[src/rtl/core/assert_macros.svh]
// assertion macros used by sector_read_cache_tags.sv
// no dependencies; the caller provides clock and reset signals in scope
`ifndef ASSERT_MACROS_SVH
`define ASSERT_MACROS_SVH

// plain property checked on every rising edge outside reset
`define CHK_PROP(lbl, prop, msg) \
   lbl: assert property (@(posedge clock) disable iff (reset) (prop)) else $error(msg);

// same-cycle implication
`define CHK_IMPLY(lbl, ante, cons, msg) \
   lbl: assert property (@(posedge clock) disable iff (reset) (ante) |-> (cons)) else $error(msg);

// next-cycle implication
`define CHK_NEXT(lbl, ante, cons, msg) \
   lbl: assert property (@(posedge clock) disable iff (reset) (ante) |=> (cons)) else $error(msg);

`endif

[src/rtl/core/srct_pkg.sv]
// shared types and constants of the sector read cache tag controller
// no dependencies
package srct_pkg;

   localparam int SLOTS        = 4;
   localparam int SLOT_SECTORS = 16;

   localparam int IDX_W  = (SLOTS > 1) ? $clog2(SLOTS) : 1;
   localparam int CNT_W  = $clog2(SLOTS + 1);
   localparam int MASK_N = (SLOTS < 4) ? SLOTS : 4;

   localparam int SECTOR_W  = 32;
   localparam int COUNT_W   = 16;
   localparam int OP_W      = 2;
   localparam int OUTCOME_W = 3;
   localparam int SLOT_W    = 2;
   localparam int OFFSET_W  = 4;
   localparam int MASK_W    = 4;
   localparam int COUNTER_W = 32;

   localparam logic [OP_W-1:0] OP_READ  = 2'd0;
   localparam logic [OP_W-1:0] OP_WRITE = 2'd1;
   localparam logic [OP_W-1:0] OP_CLEAR = 2'd2;

   localparam logic [OUTCOME_W-1:0] OUT_BYPASS    = 3'd0;
   localparam logic [OUTCOME_W-1:0] OUT_HIT       = 3'd1;
   localparam logic [OUTCOME_W-1:0] OUT_FILLED    = 3'd2;
   localparam logic [OUTCOME_W-1:0] OUT_FILL_FAIL = 3'd3;
   localparam logic [OUTCOME_W-1:0] OUT_WRITE     = 3'd4;
   localparam logic [OUTCOME_W-1:0] OUT_CLEARED   = 3'd5;

   typedef logic [IDX_W-1:0] slot_idx_type;

   typedef struct packed {
      logic                wr_en;
      slot_idx_type        wr_addr;
      logic [SECTOR_W-1:0] wr_data;
      logic                rd_en;
      slot_idx_type        rd_addr;
   } tag_ram_req_type;

endpackage

[src/rtl/core/srct_tag_ram.sv]
// start-sector tag store, one entry per slot, registered read
// depends on srct_pkg
module srct_tag_ram
   import srct_pkg::*;
(
   input  logic                clock,
   input  tag_ram_req_type     ram_req,
   output logic [SECTOR_W-1:0] rd_data
);

   logic [SECTOR_W-1:0] mem [SLOTS];
   logic [SECTOR_W-1:0] rd_data_ff;

   always_ff @(posedge clock) begin
      if (ram_req.wr_en) begin
         mem[ram_req.wr_addr] <= ram_req.wr_data;
      end
      if (ram_req.rd_en) begin
         rd_data_ff <= mem[ram_req.rd_addr];
      end
   end

   assign rd_data = rd_data_ff;

endmodule

[src/rtl/core/srct_ctrl.sv]
// request sequencer: bypass check, slot scan over the tag store, fill, invalidate, clear
// depends on srct_pkg and drives srct_tag_ram through a request struct
module srct_ctrl
   import srct_pkg::*;
(
   input  logic                 clock,
   input  logic                 reset,
   input  logic                 start,
   output logic                 busy,
   input  logic [OP_W-1:0]      req_op,
   input  logic [SECTOR_W-1:0]  req_sector,
   input  logic [COUNT_W-1:0]   req_count,
   input  logic                 req_backing_read_ok,
   input  logic [SECTOR_W-1:0]  disk_sectors,
   output tag_ram_req_type      ram_req,
   input  logic [SECTOR_W-1:0]  ram_rd_data,
   output logic                 rsp_strobe,
   output logic [OUTCOME_W-1:0] rsp_outcome,
   output logic [SLOT_W-1:0]    rsp_slot,
   output logic [OFFSET_W-1:0]  rsp_sector_offset,
   output logic [MASK_W-1:0]    rsp_invalidated_mask,
   output logic [COUNTER_W-1:0] rsp_hit_count,
   output logic [COUNTER_W-1:0] rsp_miss_count,
   output logic [COUNTER_W-1:0] rsp_write_count
);

   typedef enum logic {S_IDLE, S_SCAN} state_type;

   state_type              state_ff, state_in;
   logic                   is_write_ff, is_write_in;
   logic [SECTOR_W-1:0]    sec_ff, sec_in;
   logic [SECTOR_W:0]      end_ff, end_in;
   logic                   ok_ff, ok_in;
   logic [CNT_W-1:0]       iss_ff, iss_in;
   logic                   cmp_vld_ff, cmp_vld_in;
   slot_idx_type           cmp_idx_ff, cmp_idx_in;
   logic [SLOTS-1:0]       valid_ff, valid_in;
   slot_idx_type           ptr_ff, ptr_in;
   logic [SLOTS-1:0]       mask_ff, mask_in;
   logic [COUNTER_W-1:0]   hits_ff, hits_in;
   logic [COUNTER_W-1:0]   misses_ff, misses_in;
   logic [COUNTER_W-1:0]   writes_ff, writes_in;
   logic                   strobe_ff, strobe_in;
   logic [OUTCOME_W-1:0]   outcome_ff, outcome_in;
   logic [SLOT_W-1:0]      slot_ff, slot_in;
   logic [OFFSET_W-1:0]    offset_ff, offset_in;
   logic [MASK_W-1:0]      omask_ff, omask_in;

   always_comb begin
      logic                 bypass;
      logic [SECTOR_W:0]    st;
      logic [SECTOR_W:0]    top;
      logic                 hit;
      logic                 overlap;
      logic                 last;
      logic                 any_free;
      slot_idx_type         free_idx;
      slot_idx_type         ptr_next;
      slot_idx_type         pick;
      logic [SLOTS-1:0]     mask_next;
      logic [SECTOR_W-1:0]  diff;

      state_in    = state_ff;
      is_write_in = is_write_ff;
      sec_in      = sec_ff;
      end_in      = end_ff;
      ok_in       = ok_ff;
      iss_in      = iss_ff;
      cmp_vld_in  = 1'b0;
      cmp_idx_in  = cmp_idx_ff;
      valid_in    = valid_ff;
      ptr_in      = ptr_ff;
      mask_in     = mask_ff;
      hits_in     = hits_ff;
      misses_in   = misses_ff;
      writes_in   = writes_ff;
      strobe_in   = 1'b0;
      outcome_in  = outcome_ff;
      slot_in     = slot_ff;
      offset_in   = offset_ff;
      omask_in    = omask_ff;

      ram_req.wr_en   = 1'b0;
      ram_req.wr_addr = '0;
      ram_req.wr_data = sec_ff;
      ram_req.rd_en   = 1'b0;
      ram_req.rd_addr = iss_ff[IDX_W-1:0];

      // sums kept one bit wider so they never wrap
      bypass = (req_count > COUNT_W'(SLOT_SECTORS)) ||
               (({1'b0, req_sector} + (SECTOR_W+1)'(SLOT_SECTORS)) >= {1'b0, disk_sectors});

      st      = {1'b0, ram_rd_data};
      top     = st + (SECTOR_W+1)'(SLOT_SECTORS);
      hit     = valid_ff[cmp_idx_ff] && ({1'b0, sec_ff} >= st) && (end_ff <= top);
      overlap = valid_ff[cmp_idx_ff] && ({1'b0, sec_ff} < top) && (end_ff > st);
      last    = (cmp_idx_ff == IDX_W'(SLOTS - 1));
      diff    = sec_ff - ram_rd_data;

      any_free = ~&valid_ff;
      free_idx = '0;
      for (int i = SLOTS - 1; i >= 0; i--) begin
         if (!valid_ff[i]) begin
            free_idx = IDX_W'(i);
         end
      end
      ptr_next  = (ptr_ff == IDX_W'(SLOTS - 1)) ? '0 : IDX_W'(ptr_ff + 1'b1);
      pick      = any_free ? free_idx : ptr_next;
      mask_next = mask_ff;
      if (overlap) begin
         mask_next[cmp_idx_ff] = 1'b1;
      end

      unique case (state_ff)
         S_IDLE: begin
            if (start) begin
               is_write_in = (req_op == OP_WRITE);
               sec_in      = req_sector;
               end_in      = {1'b0, req_sector} + (SECTOR_W+1)'(req_count);
               ok_in       = req_backing_read_ok;
               iss_in      = '0;
               mask_in     = '0;
               unique case (req_op)
                  OP_READ: begin
                     if (bypass) begin
                        strobe_in  = 1'b1;
                        outcome_in = OUT_BYPASS;
                        slot_in    = '0;
                        offset_in  = '0;
                        omask_in   = '0;
                     end else begin
                        state_in = S_SCAN;
                     end
                  end
                  OP_WRITE: begin
                     state_in = S_SCAN;
                  end
                  OP_CLEAR: begin
                     valid_in   = '0;
                     ptr_in     = '0;
                     hits_in    = '0;
                     misses_in  = '0;
                     writes_in  = '0;
                     strobe_in  = 1'b1;
                     outcome_in = OUT_CLEARED;
                     slot_in    = '0;
                     offset_in  = '0;
                     omask_in   = '0;
                  end
                  default: ;
               endcase
            end
         end
         S_SCAN: begin
            // one tag read issued per cycle, compared in the cycle after
            if (iss_ff < CNT_W'(SLOTS)) begin
               ram_req.rd_en = 1'b1;
               iss_in        = CNT_W'(iss_ff + 1'b1);
               cmp_vld_in    = 1'b1;
               cmp_idx_in    = iss_ff[IDX_W-1:0];
            end
            if (cmp_vld_ff) begin
               if (is_write_ff) begin
                  mask_in = mask_next;
                  if (overlap) begin
                     valid_in[cmp_idx_ff] = 1'b0;
                  end
                  if (last) begin
                     writes_in  = writes_ff + 1'b1;
                     strobe_in  = 1'b1;
                     outcome_in = OUT_WRITE;
                     slot_in    = '0;
                     offset_in  = '0;
                     omask_in   = MASK_W'(mask_next[MASK_N-1:0]);
                     state_in   = S_IDLE;
                  end
               end else if (hit) begin
                  hits_in    = hits_ff + 1'b1;
                  strobe_in  = 1'b1;
                  outcome_in = OUT_HIT;
                  slot_in    = SLOT_W'(cmp_idx_ff);
                  offset_in  = diff[OFFSET_W-1:0];
                  omask_in   = '0;
                  state_in   = S_IDLE;
               end else if (last) begin
                  misses_in = misses_ff + 1'b1;
                  if (!any_free) begin
                     ptr_in = ptr_next;
                  end
                  // tag commits only on a good backing read
                  if (ok_ff) begin
                     ram_req.wr_en   = 1'b1;
                     ram_req.wr_addr = pick;
                     valid_in[pick]  = 1'b1;
                     outcome_in      = OUT_FILLED;
                  end else begin
                     outcome_in = OUT_FILL_FAIL;
                  end
                  strobe_in = 1'b1;
                  slot_in   = SLOT_W'(pick);
                  offset_in = '0;
                  omask_in  = '0;
                  state_in  = S_IDLE;
               end
            end
         end
         default: begin
            state_in = S_IDLE;
         end
      endcase
   end

   always_ff @(posedge clock) begin
      if (reset) begin
         state_ff   <= S_IDLE;
         cmp_vld_ff <= 1'b0;
         valid_ff   <= '0;
         ptr_ff     <= '0;
         hits_ff    <= '0;
         misses_ff  <= '0;
         writes_ff  <= '0;
         strobe_ff  <= 1'b0;
      end else begin
         state_ff   <= state_in;
         cmp_vld_ff <= cmp_vld_in;
         valid_ff   <= valid_in;
         ptr_ff     <= ptr_in;
         hits_ff    <= hits_in;
         misses_ff  <= misses_in;
         writes_ff  <= writes_in;
         strobe_ff  <= strobe_in;
      end
      is_write_ff <= is_write_in;
      sec_ff      <= sec_in;
      end_ff      <= end_in;
      ok_ff       <= ok_in;
      iss_ff      <= iss_in;
      cmp_idx_ff  <= cmp_idx_in;
      mask_ff     <= mask_in;
      outcome_ff  <= outcome_in;
      slot_ff     <= slot_in;
      offset_ff   <= offset_in;
      omask_ff    <= omask_in;
   end

   assign busy                 = (state_ff != S_IDLE);
   assign rsp_strobe           = strobe_ff;
   assign rsp_outcome          = outcome_ff;
   assign rsp_slot             = slot_ff;
   assign rsp_sector_offset    = offset_ff;
   assign rsp_invalidated_mask = omask_ff;
   assign rsp_hit_count        = hits_ff;
   assign rsp_miss_count       = misses_ff;
   assign rsp_write_count      = writes_ff;

endmodule

[src/rtl/core/sector_read_cache_tags.sv]
// top level of the sector read cache tag controller: csr register, sequencer, tag store
// depends on srct_pkg, srct_ctrl, srct_tag_ram and assert_macros.svh
//
// A request is taken when start is high and busy is low. Reads that bypass and clears
// answer in the cycle after the transfer; op code 3 is ignored; reads that reach the tag
// scan and all writes step through the tag store one slot per cycle (one read port,
// registered read), so a write scans every slot and a read scans up to the last slot,
// ending early on a hit. Each result shows for one cycle under rsp_strobe and
// must be taken then; busy is already low in that cycle, so the next request may be
// issued alongside it. The tag store is written only at the end of a miss, after the
// scan, so reads and writes never meet on an entry. csr writes are always ready and
// should only be made while no request is in flight.
`include "assert_macros.svh"

module sector_read_cache_tags
   import srct_pkg::*;
(
   input  logic                 clock,
   input  logic                 reset,
   input  logic                 start,
   output logic                 busy,
   input  logic [OP_W-1:0]      req_op,
   input  logic [SECTOR_W-1:0]  req_sector,
   input  logic [COUNT_W-1:0]   req_count,
   input  logic                 req_backing_read_ok,
   output logic                 rsp_strobe,
   output logic [OUTCOME_W-1:0] rsp_outcome,
   output logic [SLOT_W-1:0]    rsp_slot,
   output logic [OFFSET_W-1:0]  rsp_sector_offset,
   output logic [MASK_W-1:0]    rsp_invalidated_mask,
   output logic [COUNTER_W-1:0] rsp_hit_count,
   output logic [COUNTER_W-1:0] rsp_miss_count,
   output logic [COUNTER_W-1:0] rsp_write_count,
   input  logic                 csr_valid,
   output logic                 csr_ready,
   input  logic [SECTOR_W-1:0]  csr_data
);

   logic [SECTOR_W-1:0] disk_ff;
   tag_ram_req_type     ram_req;
   logic [SECTOR_W-1:0] ram_rd_data;

   assign csr_ready = 1'b1;

   always_ff @(posedge clock) begin
      if (reset) begin
         disk_ff <= '0;
      end else if (csr_valid && csr_ready) begin
         disk_ff <= csr_data;
      end
   end

   srct_ctrl u_ctrl (
      .clock                (clock),
      .reset                (reset),
      .start                (start),
      .busy                 (busy),
      .req_op               (req_op),
      .req_sector           (req_sector),
      .req_count            (req_count),
      .req_backing_read_ok  (req_backing_read_ok),
      .disk_sectors         (disk_ff),
      .ram_req              (ram_req),
      .ram_rd_data          (ram_rd_data),
      .rsp_strobe           (rsp_strobe),
      .rsp_outcome          (rsp_outcome),
      .rsp_slot             (rsp_slot),
      .rsp_sector_offset    (rsp_sector_offset),
      .rsp_invalidated_mask (rsp_invalidated_mask),
      .rsp_hit_count        (rsp_hit_count),
      .rsp_miss_count       (rsp_miss_count),
      .rsp_write_count      (rsp_write_count)
   );

   srct_tag_ram u_tag_ram (
      .clock   (clock),
      .ram_req (ram_req),
      .rd_data (ram_rd_data)
   );

   // tag fill only happens after the scan has issued its last read
   `CHK_IMPLY(a_no_rw_overlap, ram_req.wr_en, !ram_req.rd_en, "tag store read and write overlap")

   // a clear transfer answers in the next cycle with zeroed counters
   `CHK_NEXT(a_clear_resp, start && !busy && (req_op == OP_CLEAR), rsp_strobe && (rsp_outcome == OUT_CLEARED) && (rsp_hit_count == '0) && (rsp_miss_count == '0) && (rsp_write_count == '0), "clear did not answer with zeroed counters")

   // a hit result comes with exactly one more hit counted
   `CHK_IMPLY(a_hit_count, rsp_strobe && (rsp_outcome == OUT_HIT), rsp_hit_count == COUNTER_W'($past(rsp_hit_count) + 1'b1), "hit counter out of step with hit result")

   // results are only shown once the sequencer is free again
   `CHK_IMPLY(a_strobe_idle, rsp_strobe, !busy, "result strobe while busy")

endmodule

[config.mk]
export PLATFORM = sky130hd
export DESIGN_NAME = sector_read_cache_tags
export DESIGN_NICKNAME = d
export VERILOG_FILES = /design/src/rtl/core/srct_pkg.sv /design/src/rtl/core/srct_tag_ram.sv /design/src/rtl/core/srct_ctrl.sv /design/src/rtl/core/sector_read_cache_tags.sv
export VERILOG_INCLUDE_DIRS = /design/src /design/src/rtl/core
export SDC_FILE = /design/constraint.sdc
export NUM_CORES = 1
export LEC_CHECK = 0
export BUFFER_PORTS_ARGS = -buffer_cell sky130_fd_sc_hd__clkbuf_2
export CAP_MARGIN = 20
export CORE_ASPECT_RATIO = 0.7
export CORE_MARGIN = 4
export CORE_UTILIZATION = 35
export CTS_BUF_LIST = sky130_fd_sc_hd__clkbuf_4 sky130_fd_sc_hd__clkbuf_8
export CTS_CLUSTER_DIAMETER = 120
export DETAILED_ROUTE_END_ITERATION = 10
export GPL_TIMING_DRIVEN = 0
export PLACE_DENSITY = 0.57
export SYNTH_ARGS = -nofsm -noshare
export SYNTH_HDL_FRONTEND = slang
export SYNTH_SLANG_ARGS = --single-unit
[constraint.sdc]
create_clock -name clock -period 7.8 [get_ports clock]
set_input_delay 0.39 -clock clock [delete_from_list [all_inputs] [get_ports clock]]
set_output_delay 0.39 -clock clock [all_outputs]
set_load 0.03 [all_outputs]
=== Word-level counts from Yosys, hierarchy flattened ===
Memory sizes are Yosys's and may differ from the RTL's. A register that Yosys moved wholly into a read port is not among the register bits.
Cells that the tools add are included.

* Bits in registers: 226
* Memory bits (writable): 128
* Bits of input ports: 87
* Output and inout port bits: 112
* Memories: 1

{| class="wikitable"
|+ Memories
! memory !! depth !! bits a word !! rd ports !! clocked after memory_dff !! write ports !! RTL line !! text
|-
| u_tag_ram.mem || 4 || 32 || 1 || 1 || 1 || srct_tag_ram.sv:11 || <nowiki>logic [SECTOR_W-1:0] mem [SLOTS];</nowiki>
|}

* Add/sub/neg operators: 9
* $lt $le $gt $ge: 11
* Equality and inequality tests: 22
* Muxes and demuxes: 111
* Bitwise gates (word level): 5
* Reduce and logical (&&, ||, !) cells: 20

{| class="wikitable"
|+ Operators with widths
! kind !! number
|-
| 32-bit 2-to-1 mux || 12
|-
| 32-bit case mux with 2 select lines || 3
|-
| 32-bit by 1-bit adder with 32-bit output (second input constant) || 3
|-
| 4-bit 2-to-1 mux || 23
|-
| 32-bit by 5-bit adder with 33-bit output (second input constant) || 2
|-
| 3-bit 2-to-1 mux || 15
|-
| 2-bit 2-to-1 mux || 20
|-
| 4-bit case mux with 2 select lines || 5
|-
| 32-bit by 16-bit adder with 33-bit output || 1
|-
| 33-bit by 32-bit >= comparator with 1-bit output || 1
|-
| 33-bit by 32-bit greater-than comparator with 1-bit output || 1
|-
| 33-bit <= comparator || 1
|-
| 32-bit by 33-bit < comparator with 1-bit output || 1
|-
| 32-bit >= comparator || 1
|-
| 3-bit != test (second input constant) || 7
|-
| 1-bit 2-to-1 mux || 20
|-
| 2-bit != test (second input constant) || 10
|-
| 3-bit case mux with 2 select lines || 3
|-
| 16-bit by 5-bit greater-than comparator with 1-bit output (second input constant) || 1
|-
| 7-bit AND reduction || 2
|-
| 2-bit case mux with 2 select lines || 3
|-
| 6-bit AND reduction || 2
|-
| 5-bit AND reduction || 2
|-
| 4-bit bitwise OR || 2
|-
| other kinds (21) || 37
|}

=== Depth between registers and ports, before layout ===
Gate-level depths: netlist of run 1.

* Depth in word-level cells: 16
* Gate-level depth with buffers: 18
* Mapped depth without buffers: 18

=== Cells and area by module ===
From an unflattened synthesis of run 1, not the netlist that was laid out.

* Cells, all modules: 1942
* Area total of the unflattened synthesis: 21236.6 um2

{| class="wikitable"
|+ Modules (own cells, without submodules)
! module !! instances !! cells each !! area each (um2)
|-
| srct_ctrl || 1 || 1634 || 14411.3
|-
| srct_tag_ram || 1 || 203 || 5650.4
|-
| sector_read_cache_tags || 1 || 105 || 1174.9
|}

=== Worst setup path after synthesis of run 1 ===
OpenSTA, ideal clock, no wires.

* Path kind: flip-flop to flip-flop
* Start point: reg u_tag_ram.rd_data_ff[12] (netlist: u_tag_ram.rd_data[12]), read port of u_tag_ram.mem
* End point: mem u_tag_ram.mem[1][0] (enable)
* Arrival time: 6.362 ns
* Data required time: 7.332 ns
* Path slack: 0.969 ns
* Stages on the path, launching flop included: 18
* Buffers on the path: 1
* Clock period less this slack: 6.831 ns
* Cell sequence: edfxtp_1 and4_1 nand4_1 nor3_2 nand3_1 xnor2_1 ha_1 and3_1 and3_1 nand4_1 a21o_1 a21oi_1 o21a_1 nand2_1 a2111oi_0 clkbuf_1 nand2_1 nor3b_1

* Word-level cells in the longest chain between the ends: 9
* Elaborated cells on any way between the ends: 11

{| class="wikitable"
|+ Ends and longest elaborated chain
! what !! RTL line !! text
|-
| start: declaration || srct_tag_ram.sv:12 || <nowiki>logic [SECTOR_W-1:0] rd_data_ff;</nowiki>
|-
| 32-bit by 5-bit adder with 33-bit output / 32-bit >= comparator (equally long branches) || srct_ctrl.sv:94, srct_ctrl.sv:95 ||
|-
| 33-bit <= comparator / 1-bit logical AND (equally long branches) || srct_ctrl.sv:95 || <nowiki>hit = valid_ff[cmp_idx_ff] && ({1'b0, sec_ff} >= st) && (end_ff <= top);</nowiki>
|-
| 1-bit logical AND * || srct_ctrl.sv:95 ||
|-
| 3-bit 2-to-1 mux * || srct_ctrl.sv:177 || <nowiki>end else if (hit) begin</nowiki>
|-
| 3-bit 2-to-1 mux * || srct_ctrl.sv:163 || <nowiki>if (is_write_ff) begin</nowiki>
|-
| 3-bit 2-to-1 mux * || srct_ctrl.sv:162 || <nowiki>if (cmp_vld_ff) begin</nowiki>
|-
| 3-bit 2-to-1 mux * || srct_ctrl.sv:114 || <nowiki>unique case (state_ff)</nowiki>
|-
| 1-bit 2-to-1 mux || srct_tag_ram.sv:15 || <nowiki>if (ram_req.wr_en) begin</nowiki>
|-
| 1-bit 2-to-1 mux (not written as such) || srct_tag_ram.sv:16 || <nowiki>mem[ram_req.wr_addr] <= ram_req.wr_data;</nowiki>
|-
| end: declaration || srct_tag_ram.sv:11 ||
|}

Every way passes the cells marked *; elsewhere a longest branch is shown, timed or not.

=== Worst setup path in the final report of run 1 ===
* Start point: reg u_tag_ram.rd_data_ff[13] (netlist: u_tag_ram.rd_data[13]), read port of u_tag_ram.mem
* End point: mem u_tag_ram.mem[1][15] (enable)

The elaborated chain is that of the path after synthesis.

==> results of run 1 <==
## repair_timing
item                                   CTS  global route
endpoints found under the hold margin   48             0
gates resized for setup                  0             0
hold buffers                            48             0
setup endpoints to repair                0             0
## cell type report
class	instances	area, µm²	area share
multi-input cells	1348	10150	0.4033
clock buffers	95	1189	0.04724
plain buffers	67	265.3	0.01054
repair buffers	262	1698	0.06748
inverters	103	389.1	0.01547
flip-flops and latches	386	10220	0.4062
well taps	798	998.5	0.03968
clock inverters	23	246.5	0.009797
diodes	3	7.507	0.0002984
## through the flow
step / area, µm² / hold slack [ns] / util / setup slack, ns / std cells
global route: 25160 / 0.01588 / 0.4272 / 0.9735 / 3083
detailed placement: 23220 / 0.4795 / 0.3943 / 1.388 / 2914
CTS: 25130 / 0.0008105 / 0.4268 / 1.336 / 3080
global placement: 22970 / 0.4532 / 0.3901 / -3.639 / 2897
finish: 25160 / 0.04744 / 0.4273 / 1.314 / 3085
floorplan: 21000 / 0.4397 / - / 0.9694 / 1904
## worst max-delay path by stage
stage / from / end / slack (ns) / depth (start not counted)
finish: u_tag_ram.rd_data[13] / u_tag_ram.mem[1][15] / 1.31 / 19
global route: u_tag_ram.rd_data[12] / u_tag_ram.mem[1][15] / 0.97 / 19
detailed placement: u_tag_ram.rd_data[4] / u_tag_ram.mem[1][11] / 1.39 / 17
global placement: u_tag_ram.rd_data[13] / u_tag_ram.mem[1][11] / -3.64 / 17
floorplan: u_tag_ram.rd_data[12] / u_tag_ram.mem[1][0] / 0.97 / 17
CTS: u_tag_ram.rd_data[4] / u_tag_ram.mem[1][15] / 1.34 / 17
## Yosys cell counts, types with 12 or more instances
cell type	instances	area share
sky130_fd_sc_hd__o31ai_1	13	0.0046
sky130_fd_sc_hd__ha_1	165	0.098
sky130_fd_sc_hd__and4_1	15	0.0063
sky130_fd_sc_hd__and2_1	17	0.0051
sky130_fd_sc_hd__nand3_1	75	0.018
sky130_fd_sc_hd__a211oi_1	15	0.0054
sky130_fd_sc_hd__xnor2_1	59	0.025
sky130_fd_sc_hd__clkbuf_1	49	0.0088
sky130_fd_sc_hd__or3_1	12	0.0036
sky130_fd_sc_hd__o21a_1	12	0.0043
sky130_fd_sc_hd__o311ai_0	13	0.0054
sky130_fd_sc_hd__dfxtp_1	137	0.13
sky130_fd_sc_hd__nor2_1	153	0.027
sky130_fd_sc_hd__mux2i_1	67	0.032
sky130_fd_sc_hd__buf_1	14	0.0025
sky130_fd_sc_hd__nor3_1	36	0.0086
sky130_fd_sc_hd__or2_2	50	0.015
sky130_fd_sc_hd__nand2_1	140	0.025
sky130_fd_sc_hd__nor2b_1	16	0.0048
sky130_fd_sc_hd__o21ai_0	47	0.011
sky130_fd_sc_hd__mux4_2	33	0.035
sky130_fd_sc_hd__inv_1	103	0.018
sky130_fd_sc_hd__edfxtp_1	249	0.36
sky130_fd_sc_hd__and3_1	26	0.0077
sky130_fd_sc_hd__nand4_1	60	0.018
sky130_fd_sc_hd__xor2_1	51	0.021
sky130_fd_sc_hd__nor4_1	17	0.0051
sky130_fd_sc_hd__a21o_1	31	0.011
sky130_fd_sc_hd__a21oi_1	67	0.016
## where the power goes
group / total [µW] / internal [µW] / switching [µW] / leakage [µW]
Clock: 2030 / 1150 / 873 / 0.000758
Sequential: 2300 / 2240 / 60.1 / 0.00342
Combinational: 536 / 224 / 312 / 0.00570
## sequential cells by signal, summed over array words and instances (netlist names)
name                         cells
u_ctrl.rsp_strobe                1
u_ctrl.cmp_idx_ff                2
u_ctrl.rsp_invalidated_mask      4
u_ctrl.rsp_hit_count            32
u_ctrl.end_ff                   33
u_ctrl.ptr_ff                    2
u_ctrl.ok_ff                     1
u_ctrl.rsp_write_count          32
u_ctrl.sec_ff                   32
u_ctrl.rsp_miss_count           32
u_ctrl.rsp_outcome               3
u_ctrl.busy                      1
u_ctrl.rsp_sector_offset         4
u_ctrl.mask_ff                   4
u_ctrl.valid_ff                  4
u_ctrl.rsp_slot                  2
u_tag_ram.mem                  128
u_ctrl.cmp_vld_ff                1
u_ctrl.is_write_ff               1
u_tag_ram.rd_data               32
disk_ff                         32
u_ctrl.iss_ff                    3
## cells by family after synthesis
group           count (synthesis)  share of synthesized area
compound gates                301                     0.1002
flops                         386                     0.4868
mux                           101                    0.06788
xor+xnor                      115                    0.05125
simple gates                  660                     0.1610
other cells                     1                  0.0001786
fa+ha+maj                     170                     0.1017
buf+inv                       170                    0.03105
## metal layers
layer | GRT usage | part of all wire | vias up
met3 | 0.05164 | 0.077 | 110
met1 | 0.2968 | 0.48 | 7979
li1 | - | - | 7802
met5 | 0 | 0 | -
met4 | 0.05399 | 0.024 | 0
met2 | 0.2829 | 0.42 | 546
## critical path, stage by stage (launching register included)
cell and delay, ns:
sky130_fd_sc_hd__edfxtp_1 0.48, sky130_fd_sc_hd__and4_1 0.36, sky130_fd_sc_hd__nand4_1 0.33, sky130_fd_sc_hd__nor3_2 0.46, sky130_fd_sc_hd__nand3_1 0.21, sky130_fd_sc_hd__xnor2_1 0.19, sky130_fd_sc_hd__ha_1 0.30, sky130_fd_sc_hd__and3_1 0.18
sky130_fd_sc_hd__and3_1 0.30, sky130_fd_sc_hd__nand4_1 0.12, sky130_fd_sc_hd__a21o_1 0.20, sky130_fd_sc_hd__a21oi_1 0.31, sky130_fd_sc_hd__o21a_1 0.30, sky130_fd_sc_hd__nand2_1 0.18, sky130_fd_sc_hd__a2111oi_1 0.48, sky130_fd_sc_hd__clkbuf_1 0.51
sky130_fd_sc_hd__nand2_1 0.32, sky130_fd_sc_hd__nor3b_2 0.50, sky130_fd_sc_hd__buf_6 0.24, sky130_fd_sc_hd__buf_6 0.19
## cells in the final DEF (no fill, tap or decap), types with 13 or more instances in the layout
| cell | synthesis | routed |
|---|---|---|
| sky130_fd_sc_hd__edfxtp_1 | 249 | 249 |
| sky130_fd_sc_hd__clkbuf_2 | 1 | 196 |
| sky130_fd_sc_hd__ha_1 | 165 | 165 |
| sky130_fd_sc_hd__nor2_1 | 153 | 152 |
| sky130_fd_sc_hd__nand2_1 | 140 | 140 |
| sky130_fd_sc_hd__dfxtp_1 | 137 | 137 |
| sky130_fd_sc_hd__inv_1 | 103 | 101 |
| sky130_fd_sc_hd__clkbuf_8 | 0 | 76 |
| sky130_fd_sc_hd__nand3_1 | 75 | 75 |
| sky130_fd_sc_hd__a21oi_1 | 67 | 67 |
| sky130_fd_sc_hd__mux2i_1 | 67 | 67 |
| sky130_fd_sc_hd__nand4_1 | 60 | 60 |
| sky130_fd_sc_hd__xnor2_1 | 59 | 59 |
| sky130_fd_sc_hd__xor2_1 | 51 | 51 |
| sky130_fd_sc_hd__or2_2 | 50 | 50 |
| sky130_fd_sc_hd__clkbuf_1 | 49 | 49 |
| sky130_fd_sc_hd__dlygate4sd3_1 | 0 | 48 |
| sky130_fd_sc_hd__o21ai_0 | 47 | 47 |
| sky130_fd_sc_hd__nor3_1 | 36 | 34 |
| sky130_fd_sc_hd__mux4_2 | 33 | 33 |
| sky130_fd_sc_hd__a21o_1 | 31 | 31 |
| sky130_fd_sc_hd__and3_1 | 26 | 26 |
| sky130_fd_sc_hd__clkbuf_4 | 0 | 19 |
| sky130_fd_sc_hd__and2_1 | 17 | 17 |
| sky130_fd_sc_hd__nor4_1 | 17 | 17 |
| sky130_fd_sc_hd__nor2b_1 | 16 | 16 |
| sky130_fd_sc_hd__a211oi_1 | 15 | 15 |
| sky130_fd_sc_hd__and4_1 | 15 | 15 |
| sky130_fd_sc_hd__buf_1 | 14 | 14 |
| sky130_fd_sc_hd__o31ai_1 | 13 | 13 |
| sky130_fd_sc_hd__o311ai_0 | 13 | 13 |
| sky130_fd_sc_hd__buf_6 | 1 | 13 |
==> results_tabular.tex, run 1 <==
\begin{tabular}{lr}
\hline
Metric & Value \\
\hline
\multicolumn{2}{l}{\textbf{Status}} \\
\quad Run status & finished clean \\
\multicolumn{2}{l}{\textbf{Worst hold path}} \\
\quad Startpoint of the tightest hold check path & csr\_data[4] \\
\quad End of the worst hold path & disk\_ff[4] \\
\quad Instance count along the most critical hold path & 3 \\
\quad Worst Hold Class & input port to register \\
\multicolumn{2}{l}{\textbf{STA}} \\
\quad Setup Total Neg Slack & 0 ns \\
\quad Final period util & 0.8315 \\
\quad Max Clock Freq & 154.2 MHz \\
\quad Transition at the pin with the smallest max-transition slack & 1.052 ns \\
\quad Setup Viol. Count Final & 0 \\
\quad Final Slew Violations & 0 \\
\quad Relative slew slack & 0.2804 \\
\quad Unrepaired setup endpoints after global routing & false \\
\quad Final clock skew & 0.04294 ns \\
\quad Number of failing hold endpoints at the final stage & 0 \\
\quad Final worst path period need & 6.486 ns \\
\multicolumn{2}{l}{\textbf{Layout}} \\
\quad FILL cells & 5630 \\
\quad Area growth from synthesis to layout & 19.84\% \\
\quad Layout cell share with drive strength beyond 1 & 0.1878 \\
\quad Net count of the finished layout & 2488 \\
\multicolumn{2}{l}{\textbf{Power}} \\
\quad Final total power & 4863 µW \\
\quad Pwr per Cell Area & 193.3 mW/mm² \\
\quad Leakage power figure & 0.009868 µW \\
\quad VDD IR max & 0.1077 mV \\
\multicolumn{2}{l}{\textbf{Critical path}} \\
\quad Worst reg-to-reg setup slack & 1.31 ns \\
\quad Critical path class & register to register \\
\quad Worst path required time & 8.15 ns \\
\quad Number of cell instances on the worst register-to-register path & 19 \\
\quad Element type at the critical path start & register \\
\quad Biggest fanout along the worst timing path & 10 \\
\quad Worst setup EP type & register \\
\quad End of the worst register-to-register path & u\_tag\_ram.mem[1][15] \\
\quad Arrival time at the worst endpoint & 6.84 ns \\
\quad Reg-to-Reg Start & u\_tag\_ram.rd\_data[13] \\
\multicolumn{2}{l}{\textbf{Drt}} \\
\quad Number of routed nets with antenna violations & 0 \\
\quad Post-DR vias/cell & 5.328 \\
\quad Post-route DRC violation count & 0 \\
\quad Vias & 16437 \\
\quad Number of detailed-routing iterations run before antenna repair & 5 \\
\quad Final Routed Wirelength & 64170 µm \\
\quad Post-detailed-route wirelength per cell & 20.80 µm \\
\quad Initial drt markers & 1309 \\
\multicolumn{2}{l}{\textbf{CTS}} \\
\quad CTS HTree Levels & 3 \\
\quad Clock slew at reported path FFs & 0.06 ns \\
\quad Setup Fix Bufs, Post-CTS & 0 \\
\quad TritonCTS clock tree & yes \\
\quad Num CTS Buffers & 66 \\
\quad Insertion delay to the later sink of the worst-skew pair & 0.66 ns \\
\quad Clock root buffer master & sky130\_fd\_sc\_hd\_\_clkbuf\_8 \\
\quad CTS sink cnt & 386 \\
\quad Bufs on Longest Clock Path & 3 \\
\multicolumn{2}{l}{\textbf{Synth}} \\
\quad Sequential fraction of the synthesis area & 0.4868 \\
\quad Ys Warns & 0 \\
\quad Number of enable-type register cells in the synthesized netlist & 249 \\
\quad Asr flop ratio synth & 0 \\
\quad Average instance area after synthesis & 11.03 µm² \\
\quad Number of synthesized register bits & 386 \\
\quad Number of cells produced by synthesis & 1904 \\
\quad Cell area after synthesis & 0.02100 mm² \\
\quad Synth cell types & 81 \\
\quad Flip-flop cell with the highest count after synthesis & sky130\_fd\_sc\_hd\_\_edfxtp\_1 \\
\quad Post-synth net total & 2158 \\
\multicolumn{2}{l}{\textbf{Die}} \\
\quad Area inside the core boundary & 0.05889 mm² \\
\quad Number of placed I/O pins & 199 \\
\quad Row Count & 74 \\
\quad Die outline width & 300.7 µm \\
\quad Die extent in y & 212.9 µm \\
\quad Die ar. & 0.06403 mm² \\
\quad Initial Util & 0.3565 \\
\multicolumn{2}{l}{\textbf{GRT}} \\
\quad Wire length of the first global-routing pass & 97130 µm \\
\quad Final global-route overflow total & 0 \\
\quad Initial antenna violation count & 4 \\
\quad Via count of the first global-routing pass & 16009 \\
\quad Largest net degree at the start of global routing & 37 \\
\quad Total track usage & 0.1984 \\
\multicolumn{2}{l}{\textbf{Placed design}} \\
\quad Number of buffers inserted by port buffering & 195 \\
\quad Final estimated routing congestion in global placement & 0.8848 \\
\quad DP Wirelength & 49610 µm \\
\multicolumn{2}{l}{\textbf{Run}} \\
\quad Max Cap Viol & 0 \\
\hline
\end{tabular}
No activity file was read; power rests on OpenSTA's default activity.
==> run 2: changes to the inputs <==
==> constraint.sdc (replaced) <==
create_clock -name clock -period 6.17 [get_ports clock]
set_input_delay 0.3085 -clock clock [delete_from_list [all_inputs] [get_ports clock]]
set_output_delay 0.3085 -clock clock [all_outputs]
set_load 0.03 [all_outputs]
==> run 2 against run 1 <==
- non-clock buffer count is 19 higher
- critical path depth is 2 lower
- register-to-register slack worse by 1.0 ns
- maximum frequency is 10% higher
==> results_tabular.tex, run 2 (same netlist as run 1, synthesis figures left out) <==
\begin{tabular}{lr}
\hline
Metric & Value \\
\hline
\multicolumn{2}{l}{\textbf{GRT}} \\
\quad Via count of the first global-routing pass & 16332 (+2.0\%) \\
\quad Largest net degree at the start of global routing & 35 (-5.4\%) \\
\quad Final global-route overflow total & 0 (unchanged) \\
\quad Initial antenna violation count & 5 (+1) \\
\quad Total track usage & 0.2008 (+0.002386) \\
\quad Wire length of the first global-routing pass & 98240 µm (+1.1\%) \\
\multicolumn{2}{l}{\textbf{Layout}} \\
\quad Layout cell share with drive strength beyond 1 & 0.1901 (+0.002276) \\
\quad Area taken by flip-flops and latches & 0.01022 mm² (unchanged) \\
\quad Net count of the finished layout & 2510 (+0.88\%) \\
\quad Area growth from synthesis to layout & 21.29\% \\
\quad Max reg flops & 128 (unchanged) \\
\quad Final standard cell area without fillers & 0.02547 mm² (+1.2\%) \\
\quad Number of standard cells in the layout, taps in and fillers out & 3106 (+0.68\%) \\
\quad Largest register by flop count & u\_tag\_ram.mem \\
\quad Area of the multi-input gates & 0.01020 mm² (+0.52\%) \\
\quad FILL cells & 5576 (-0.96\%) \\
\quad Biggest registers after layout & u\_tag\_ram.mem x128, u\_ctrl.end\_ff x33 \\
\quad Highest-count cells in the layout ignoring fill and taps & sky130\_fd\_sc\_hd\_\_edfxtp\_1 (249), sky130\_fd\_sc\_hd\_\_clkbuf\_2 (196), sky130\_fd\_sc\_hd\_\_ha\_1 (165) \\
\quad Post-layout util & 0.4325 (+0.005185) \\
\quad Leading cell type in the layout, fill and taps excluded & sky130\_fd\_sc\_hd\_\_edfxtp\_1 \\
\multicolumn{2}{l}{\textbf{STA}} \\
\quad Setup Total Neg Slack & 0 ns (unchanged) \\
\quad Final period util & 0.9537 (+0.1222) \\
\quad Setup Viol. Count Final & 0 (unchanged) \\
\quad Final clock skew & 0.03394 ns (-0.008997 ns) \\
\quad Transition at the pin with the smallest max-transition slack & 1.044 ns (-0.007836 ns) \\
\quad Final worst path period need & 5.885 ns (-0.6015 ns) \\
\quad Unrepaired setup endpoints after global routing & false \\
\quad Final Slew Violations & 0 (unchanged) \\
\quad Max Clock Freq & 169.9 MHz (+10\%) \\
\quad Number of failing hold endpoints at the final stage & 0 (unchanged) \\
\quad Relative slew slack & 0.2857 (+0.005359) \\
\multicolumn{2}{l}{\textbf{CTS}} \\
\quad Num CTS Buffers & 69 (+4.5\%) \\
\quad Insertion delay to the later sink of the worst-skew pair & 0.65 ns (about the same) \\
\quad Clock root buffer master & sky130\_fd\_sc\_hd\_\_clkbuf\_8 \\
\quad CTS HTree Levels & 3 (unchanged) \\
\quad CTS sink cnt & 386 (unchanged) \\
\quad Bufs on Longest Clock Path & 3 (unchanged) \\
\quad TritonCTS clock tree & yes \\
\quad Clock slew at reported path FFs & 0.06 ns (about the same) \\
\multicolumn{2}{l}{\textbf{Power}} \\
\quad Leakage power figure & 0.009977 µW (+1.1\%) \\
\quad Pwr per Cell Area & 241.1 mW/mm² (+25\%) \\
\quad VDD IR max & 0.1322 mV (+23\%) \\
\multicolumn{2}{l}{\textbf{Die}} \\
\quad Initial Util & 0.3565 (unchanged) \\
\quad Die ar. & 0.06403 mm² (unchanged) \\
\quad Die outline width & 300.7 µm (unchanged) \\
\quad Row Count & 74 (unchanged) \\
\quad Die extent in y & 212.9 µm (unchanged) \\
\quad Area inside the core boundary & 0.05889 mm² (unchanged) \\
\quad Number of placed I/O pins & 199 (unchanged) \\
\multicolumn{2}{l}{\textbf{Critical path}} \\
\quad Worst setup EP type & register \\
\quad Ordered cell list for the critical path & and4\_1, nand4\_1, buf\_4, nor3\_4, nand3\_1, xnor2\_1, ha\_1, and3\_1, and3\_1, nand4\_1, a21o\_1, a21oi\_2, o2111ai\_1, nor3\_1, nor2\_1, nand2\_1, and2\_1 \\
\quad Highest cell delay on the worst timing path & 0.86 ns (+0.35 ns) \\
\quad Cell with the largest stage delay on the worst path & sky130\_fd\_sc\_hd\_\_nor3\_1 \\
\quad Critical path class & register to register \\
\quad Element type at the critical path start & register \\
\quad Arrival time at the worst endpoint & 6.15 ns (-0.69 ns) \\
\quad Worst path required time & 6.44 ns (-1.71 ns) \\
\quad Biggest fanout along the worst timing path & 9 (-1) \\
\multicolumn{2}{l}{\textbf{Status}} \\
\quad Run status & finished clean \\
\multicolumn{2}{l}{\textbf{Drt}} \\
\quad Number of routed nets with antenna violations & 0 (unchanged) \\
\quad Initial drt markers & 1198 (-8.5\%) \\
\quad Number of detailed-routing iterations run before antenna repair & 5 (unchanged) \\
\quad Vias & 16722 (+1.7\%) \\
\quad Post-route DRC violation count & 0 (unchanged) \\
\quad Final Routed Wirelength & 64820 µm (+1.0\%) \\
\quad Post-DR vias/cell & 5.384 (+1.0\%) \\
\quad Post-detailed-route wirelength per cell & 20.87 µm (+0.33\%) \\
\multicolumn{2}{l}{\textbf{Run}} \\
\quad Max Cap Viol & 0 (unchanged) \\
\multicolumn{2}{l}{\textbf{Placed design}} \\
\quad Post-placement cell count & 2913 (-0.034\%) \\
\quad DP Wirelength & 49650 µm (about the same) \\
\quad Number of buffers inserted by port buffering & 195 (unchanged) \\
\quad Final estimated routing congestion in global placement & 0.8961 (+1.3\%) \\
\quad Placed instance area & 0.02324 mm² (about the same) \\
\multicolumn{2}{l}{\textbf{Worst hold path}} \\
\quad Worst Hold Class & input port to register \\
\hline
\end{tabular}
run 2: cell types whose count changed in the layout (fill, tap and decap cells not counted), sizes merged:
cell and change:
clkdlybuf4s15 -1, clkbuf -4, diode +1, clkinvlp +3, dlygate4sd3 +15, buf +7
inv -2, clkinv +2
run 2: area by class of cell:
| cell class | instances | area share |
|---|---|---|
| inverter | 103 | 0.01528 |
| antenna | 4 | 0.0003931 |
| clock inverter | 26 | 0.01012 |
| tap | 798 | 0.03921 |
| multi-input combinational | 1348 | 0.4005 |
| timing repair buffer | 283 | 0.07743 |
| clock buffer | 93 | 0.04560 |
| sequential | 386 | 0.4013 |
| buffer | 65 | 0.01012 |
run 2: path summary, 6_finish.rpt:
path | startpoint | slack, ns | end | cells past startpoint
setup reg to reg | u_tag_ram.rd_data[13] | 0.29 | u_ctrl.rsp_invalidated_mask[1] | 17
hold / removal | csr_valid | 0.09 | disk_ff[1] | 3
setup / recovery | u_tag_ram.rd_data[13] | 0.29 | u_ctrl.rsp_invalidated_mask[1] | 17
hold reg to reg | u_ctrl.rsp_miss_count[31] | 0.48 | u_ctrl.rsp_miss_count[31] | 2
run 2: report_power, final:
part | internal [µW] | switching, µW | total (µW) | leakage [µW]
sequential | 2830 | 75.9 | 2910 | 0.00342
clock | 1430 | 1110 | 2540 | 0.000739
combinational | 290 | 400 | 690 | 0.00582
run 2: metrics by stage:
stage	hold slack, ns	power [µW]	worst slack, ns
after floorplan	0.4074	3357	-0.4761
after global routing	0.03438	6429	0.03741
after global placement	0.4541	3588	-5.159
after detailed placement	0.4771	3612	-1.054
after CTS	0.01483	6208	0.05114
final	0.08674	6139	0.2854
run 2: layer usage:
layer,GRT usage,vias to the layer above,share of wire
li1,-,7852,-
met5,0,-,0
met1,0.2991,8160,0.48
met3,0.05164,136,0.077
met2,0.2849,574,0.41
met4,0.06206,0,0.029
run 2: timing repair:
action | 4_1_cts | 5_1_grt
pin swaps | 2 | 3
endpoints found under the hold margin | 64 | 0
cloned | 0 | 0
hold buffers | 63 | 0
gates resized for setup | 5 | 3
setup endpoints to repair | 128 | 125
buffers inserted | 4 | 4
run 2: worst max-delay path: cells and delay by family, from the launching register on:
kind                       cells  cell delay [ns]
AOI/OAI and AO/OA              3             0.76
xor gates and xnor gates       1             0.20
adders and majority gates      1             0.31
buffers and inverters          1             0.18
DFF                            1             0.50
and+or+nand+nor               11             3.52
==> run 3: changes to the inputs <==
--- a/config.mk
+++ b/config.mk
@@ -8,11 +8,10 @@
 export LEC_CHECK = 0
 export BUFFER_PORTS_ARGS = -buffer_cell sky130_fd_sc_hd__clkbuf_2
 export CAP_MARGIN = 20
-export CORE_ASPECT_RATIO = 0.7
+export CORE_ASPECT_RATIO = 1.75
 export CORE_MARGIN = 4
 export CORE_UTILIZATION = 35
-export CTS_BUF_LIST = sky130_fd_sc_hd__clkbuf_4 sky130_fd_sc_hd__clkbuf_8
-export CTS_CLUSTER_DIAMETER = 120
+export CTS_CLUSTER_DIAMETER = 50
 export DETAILED_ROUTE_END_ITERATION = 10
 export GPL_TIMING_DRIVEN = 0
 export PLACE_DENSITY = 0.57
==> run 3 against run 2 <==
- die area is 0.14% higher
- critical path depth stayed put
- maximum frequency is 3.4% lower
- sequential power hardly changed
- combinational power is 0.6% higher
- worst setup slack worse by 0.21 ns
==> results_tabular.tex, run 3 (same netlist as run 1, synthesis figures left out) <==
\begin{tabular}{lr}
\hline
Metric & Value \\
\hline
\multicolumn{2}{l}{\textbf{Status}} \\
\quad Run status & finished clean \\
\multicolumn{2}{l}{\textbf{Drt}} \\
\quad Number of routed nets with antenna violations & 0 (unchanged) \\
\quad Initial drt markers & 1035 (-14\%) \\
\quad Final Routed Wirelength & 67970 µm (+4.9\%) \\
\quad Post-DR vias/cell & 5.444 (+1.1\%) \\
\quad Number of detailed-routing iterations run before antenna repair & 6 (+1) \\
\quad Post-detailed-route wirelength per cell & 22.40 µm (+7.3\%) \\
\quad Vias & 16523 (-1.2\%) \\
\quad Post-route DRC violation count & 0 (unchanged) \\
\multicolumn{2}{l}{\textbf{CTS}} \\
\quad CTS sink cnt & 386 (unchanged) \\
\quad CTS HTree Levels & 2 (-1) \\
\quad Bufs on Longest Clock Path & 3 (unchanged) \\
\quad Num CTS Buffers & 43 (-38\%) \\
\quad TritonCTS clock tree & yes \\
\quad Clock slew at reported path FFs & 0.06 ns (about the same) \\
\quad Clock root buffer master & sky130\_fd\_sc\_hd\_\_clkbuf\_16 \\
\quad Insertion delay to the later sink of the worst-skew pair & 0.56 ns (-0.09 ns) \\
\multicolumn{2}{l}{\textbf{GRT}} \\
\quad Via count of the first global-routing pass & 17104 (+4.7\%) \\
\quad Wire length of the first global-routing pass & 102600 µm (+4.4\%) \\
\quad Final global-route overflow total & 0 (unchanged) \\
\quad Total track usage & 0.2087 (+0.007905) \\
\quad Initial antenna violation count & 5 (unchanged) \\
\quad Largest net degree at the start of global routing & 66 (+89\%) \\
\multicolumn{2}{l}{\textbf{STA}} \\
\quad Final Slew Violations & 0 (unchanged) \\
\quad Setup Viol. Count Final & 0 (unchanged) \\
\quad Max Clock Freq & 164.1 MHz (-3.4\%) \\
\quad Final clock skew & 0.01291 ns (-0.02103 ns) \\
\quad Transition at the pin with the smallest max-transition slack & 1.147 ns (+0.1029 ns) \\
\quad Smallest setup slack after layout & 0.07517 ns (-0.2102 ns) \\
\quad Final worst path period need & 6.095 ns (+0.2102 ns) \\
\quad Relative slew slack & 0.2281 (-0.05764) \\
\quad Number of failing hold endpoints at the final stage & 0 (unchanged) \\
\quad Unrepaired setup endpoints after global routing & false \\
\quad Final period util & 0.9878 (+0.03407) \\
\multicolumn{2}{l}{\textbf{Critical path}} \\
\quad Arrival time at the worst endpoint & 6.29 ns (+0.14 ns) \\
\quad Worst setup EP type & register \\
\quad Worst reg-to-reg setup slack & 0.30 ns (about the same) \\
\quad Number of cell instances on the worst register-to-register path & 18 (+1) \\
\quad Worst path required time & 6.36 ns (-0.08 ns) \\
\quad Critical path class & input port to register \\
\quad End of the worst register-to-register path & u\_tag\_ram.mem[0][24] \\
\quad Biggest fanout along the worst timing path & 9 (unchanged) \\
\quad Crit. Startpoint & req\_sector[4] \\
\quad Reg-to-Reg Start & u\_tag\_ram.rd\_data[4] \\
\quad Element type at the critical path start & input port \\
\quad Setup crit end & u\_ctrl.rsp\_invalidated\_mask[3] \\
\multicolumn{2}{l}{\textbf{Placed design}} \\
\quad Final estimated routing congestion in global placement & 0.9058 (+1.1\%) \\
\quad Placed instance area & 0.02325 mm² (about the same) \\
\quad Number of buffers inserted by port buffering & 195 (unchanged) \\
\quad DP Wirelength & 53270 µm (+7.3\%) \\
\quad Worst slack after detailed placement & -0.7429 ns (+0.3109 ns) \\
\multicolumn{2}{l}{\textbf{Power}} \\
\quad Clock network power share & 0.448 (+0.035) \\
\quad Pwr per Cell Area & 257.0 mW/mm² (+6.6\%) \\
\quad Power Internal & 4894 µW (+7.4\%) \\
\quad Flop pwr share & 0.445 (-0.029) \\
\quad Switching portion of total power & 0.2507 (-0.007227) \\
\quad Leakage power figure & 0.009947 µW (-0.30\%) \\
\quad Portion of total power attributed to combinational logic & 0.106 (-0.006) \\
\quad VDD IR max & 0.1942 mV (+47\%) \\
\quad Net switching power & 1637 µW (+3.4\%) \\
\multicolumn{2}{l}{\textbf{Layout}} \\
\quad Largest register by flop count & u\_tag\_ram.mem \\
\quad Area growth from synthesis to layout & 21.04\% \\
\quad Final standard cell area without fillers & 0.02541 mm² (-0.21\%) \\
\quad Layout cell share with drive strength beyond 1 & 0.1799 (-0.01018) \\
\quad Highest-count cells in the layout ignoring fill and taps & sky130\_fd\_sc\_hd\_\_edfxtp\_1 (249), sky130\_fd\_sc\_hd\_\_clkbuf\_2 (196), sky130\_fd\_sc\_hd\_\_ha\_1 (165) \\
\quad Net count of the finished layout & 2471 (-1.6\%) \\
\quad Leading cell type in the layout, fill and taps excluded & sky130\_fd\_sc\_hd\_\_edfxtp\_1 \\
\quad Post-layout util & 0.4282 (-0.004298) \\
\quad Biggest registers after layout & u\_tag\_ram.mem x128, u\_ctrl.end\_ff x33 \\
\quad Max reg flops & 128 (unchanged) \\
\multicolumn{2}{l}{\textbf{Die}} \\
\quad Row Count & 118 (+59\%) \\
\quad Area inside the core boundary & 0.05935 mm² (+0.79\%) \\
\quad Die outline width & 193.1 µm (-36\%) \\
\quad Die ar. & 0.06412 mm² (+0.14\%) \\
\quad Initial Util & 0.3537 (-0.002796) \\
\quad Die extent in y & 332 µm (+56\%) \\
\quad Number of placed I/O pins & 199 (unchanged) \\
\multicolumn{2}{l}{\textbf{Run}} \\
\quad Max Cap Viol & 0 (unchanged) \\
\multicolumn{2}{l}{\textbf{Worst hold path}} \\
\quad Worst Hold Class & input port to register \\
\hline
\end{tabular}
## run 3: metrics by stage
step	setup TNS, ns	total power [µW]	hold WS (ns)	instances
final	0	6531	0.02850	3035
after global routing	0	6764	0.009058	3033
after CTS	0	6593	0.003251	3026
after detailed placement	-48.98	3631	0.4716	2900
after global placement	-593.24	3608	0.4550	2879
after floorplan	-30.47	3357	0.4074	1904
## run 3: how the worst min path moves through the flow
stage,from,endpoint,cells after the start
final,req_sector[1],u_ctrl.sec_ff[1],1
after global routing,req_sector[1],u_ctrl.sec_ff[1],1
after CTS,req_sector[27],u_ctrl.sec_ff[27],1
after detailed placement,u_ctrl.rsp_miss_count[31],u_ctrl.rsp_miss_count[31],2
after global placement,u_ctrl.ptr_ff[1],u_ctrl.ptr_ff[1],2
after floorplan,req_backing_read_ok,u_ctrl.ok_ff,0
## run 3: worst max-delay path, cell delays in order
cell,delay [ns]
sky130_fd_sc_hd__clkbuf_2,0.19
sky130_fd_sc_hd__ha_1,0.27
sky130_fd_sc_hd__nand2_1,0.07
sky130_fd_sc_hd__nor2_1,0.31
sky130_fd_sc_hd__and2_1,0.27
sky130_fd_sc_hd__nand4_1,0.42
sky130_fd_sc_hd__or2_2,0.44
sky130_fd_sc_hd__clkbuf_1,0.21
sky130_fd_sc_hd__xnor2_1,0.19
sky130_fd_sc_hd__ha_1,0.35
sky130_fd_sc_hd__nand4_1,0.16
sky130_fd_sc_hd__nor4_1,1.00
sky130_fd_sc_hd__a41oi_1,0.53
sky130_fd_sc_hd__o21ai_0,0.21
sky130_fd_sc_hd__a21oi_1,0.11
sky130_fd_sc_hd__o31ai_2,0.61
sky130_fd_sc_hd__and2_1,0.60
## run 3: power by group through the flow
| stage | Clock (µW) | Sequential (µW) | Combinational, µW |
|---|---|---|---|
| 2_1_floorplan | 0 | 2940 | 419 |
| 3_3_place_gp | 0 | 2970 | 643 |
| 3_5_place_dp | 0 | 2960 | 668 |
| 4_1_cts | 2990 | 2910 | 698 |
| 5_1_grt | 3080 | 2910 | 766 |
| 6_report | 2930 | 2910 | 694 |
## run 3: layout make-up
cell class              count  area [µm²]
fillers                  5731       33940
flip-flops and latches    386       10220
multi-input cells        1348       10190
repair buffers            269        1760
clock buffers              52        1192
well taps                 780       975.9
clock inverters            27       412.9
inverters                 103       389.1
plain buffers              66       261.5
diodes                      4       10.01
## run 3: what timing repair did
item                                   CTS  global route
resized for setup                        3             2
setup buffers                            2             4
hold buffers                            46             0
endpoints found under the hold margin   46             0
pin swaps                                2             3
setup endpoints to repair              137            67
## run 3: per-layer routing
metal / GRT usage / part of all wire / wire length (µm) / vias to the layer above
met2: 0.3878 / 0.53 / 36270 / 478
li1: - / - / - / 7759
met3: 0.03312 / 0.049 / 3312 / 144
met5: 0 / 0.00016 / 11 / -
met4: 0.09935 / 0.054 / 3687 / 2
met1: 0.2267 / 0.36 / 24690 / 8140
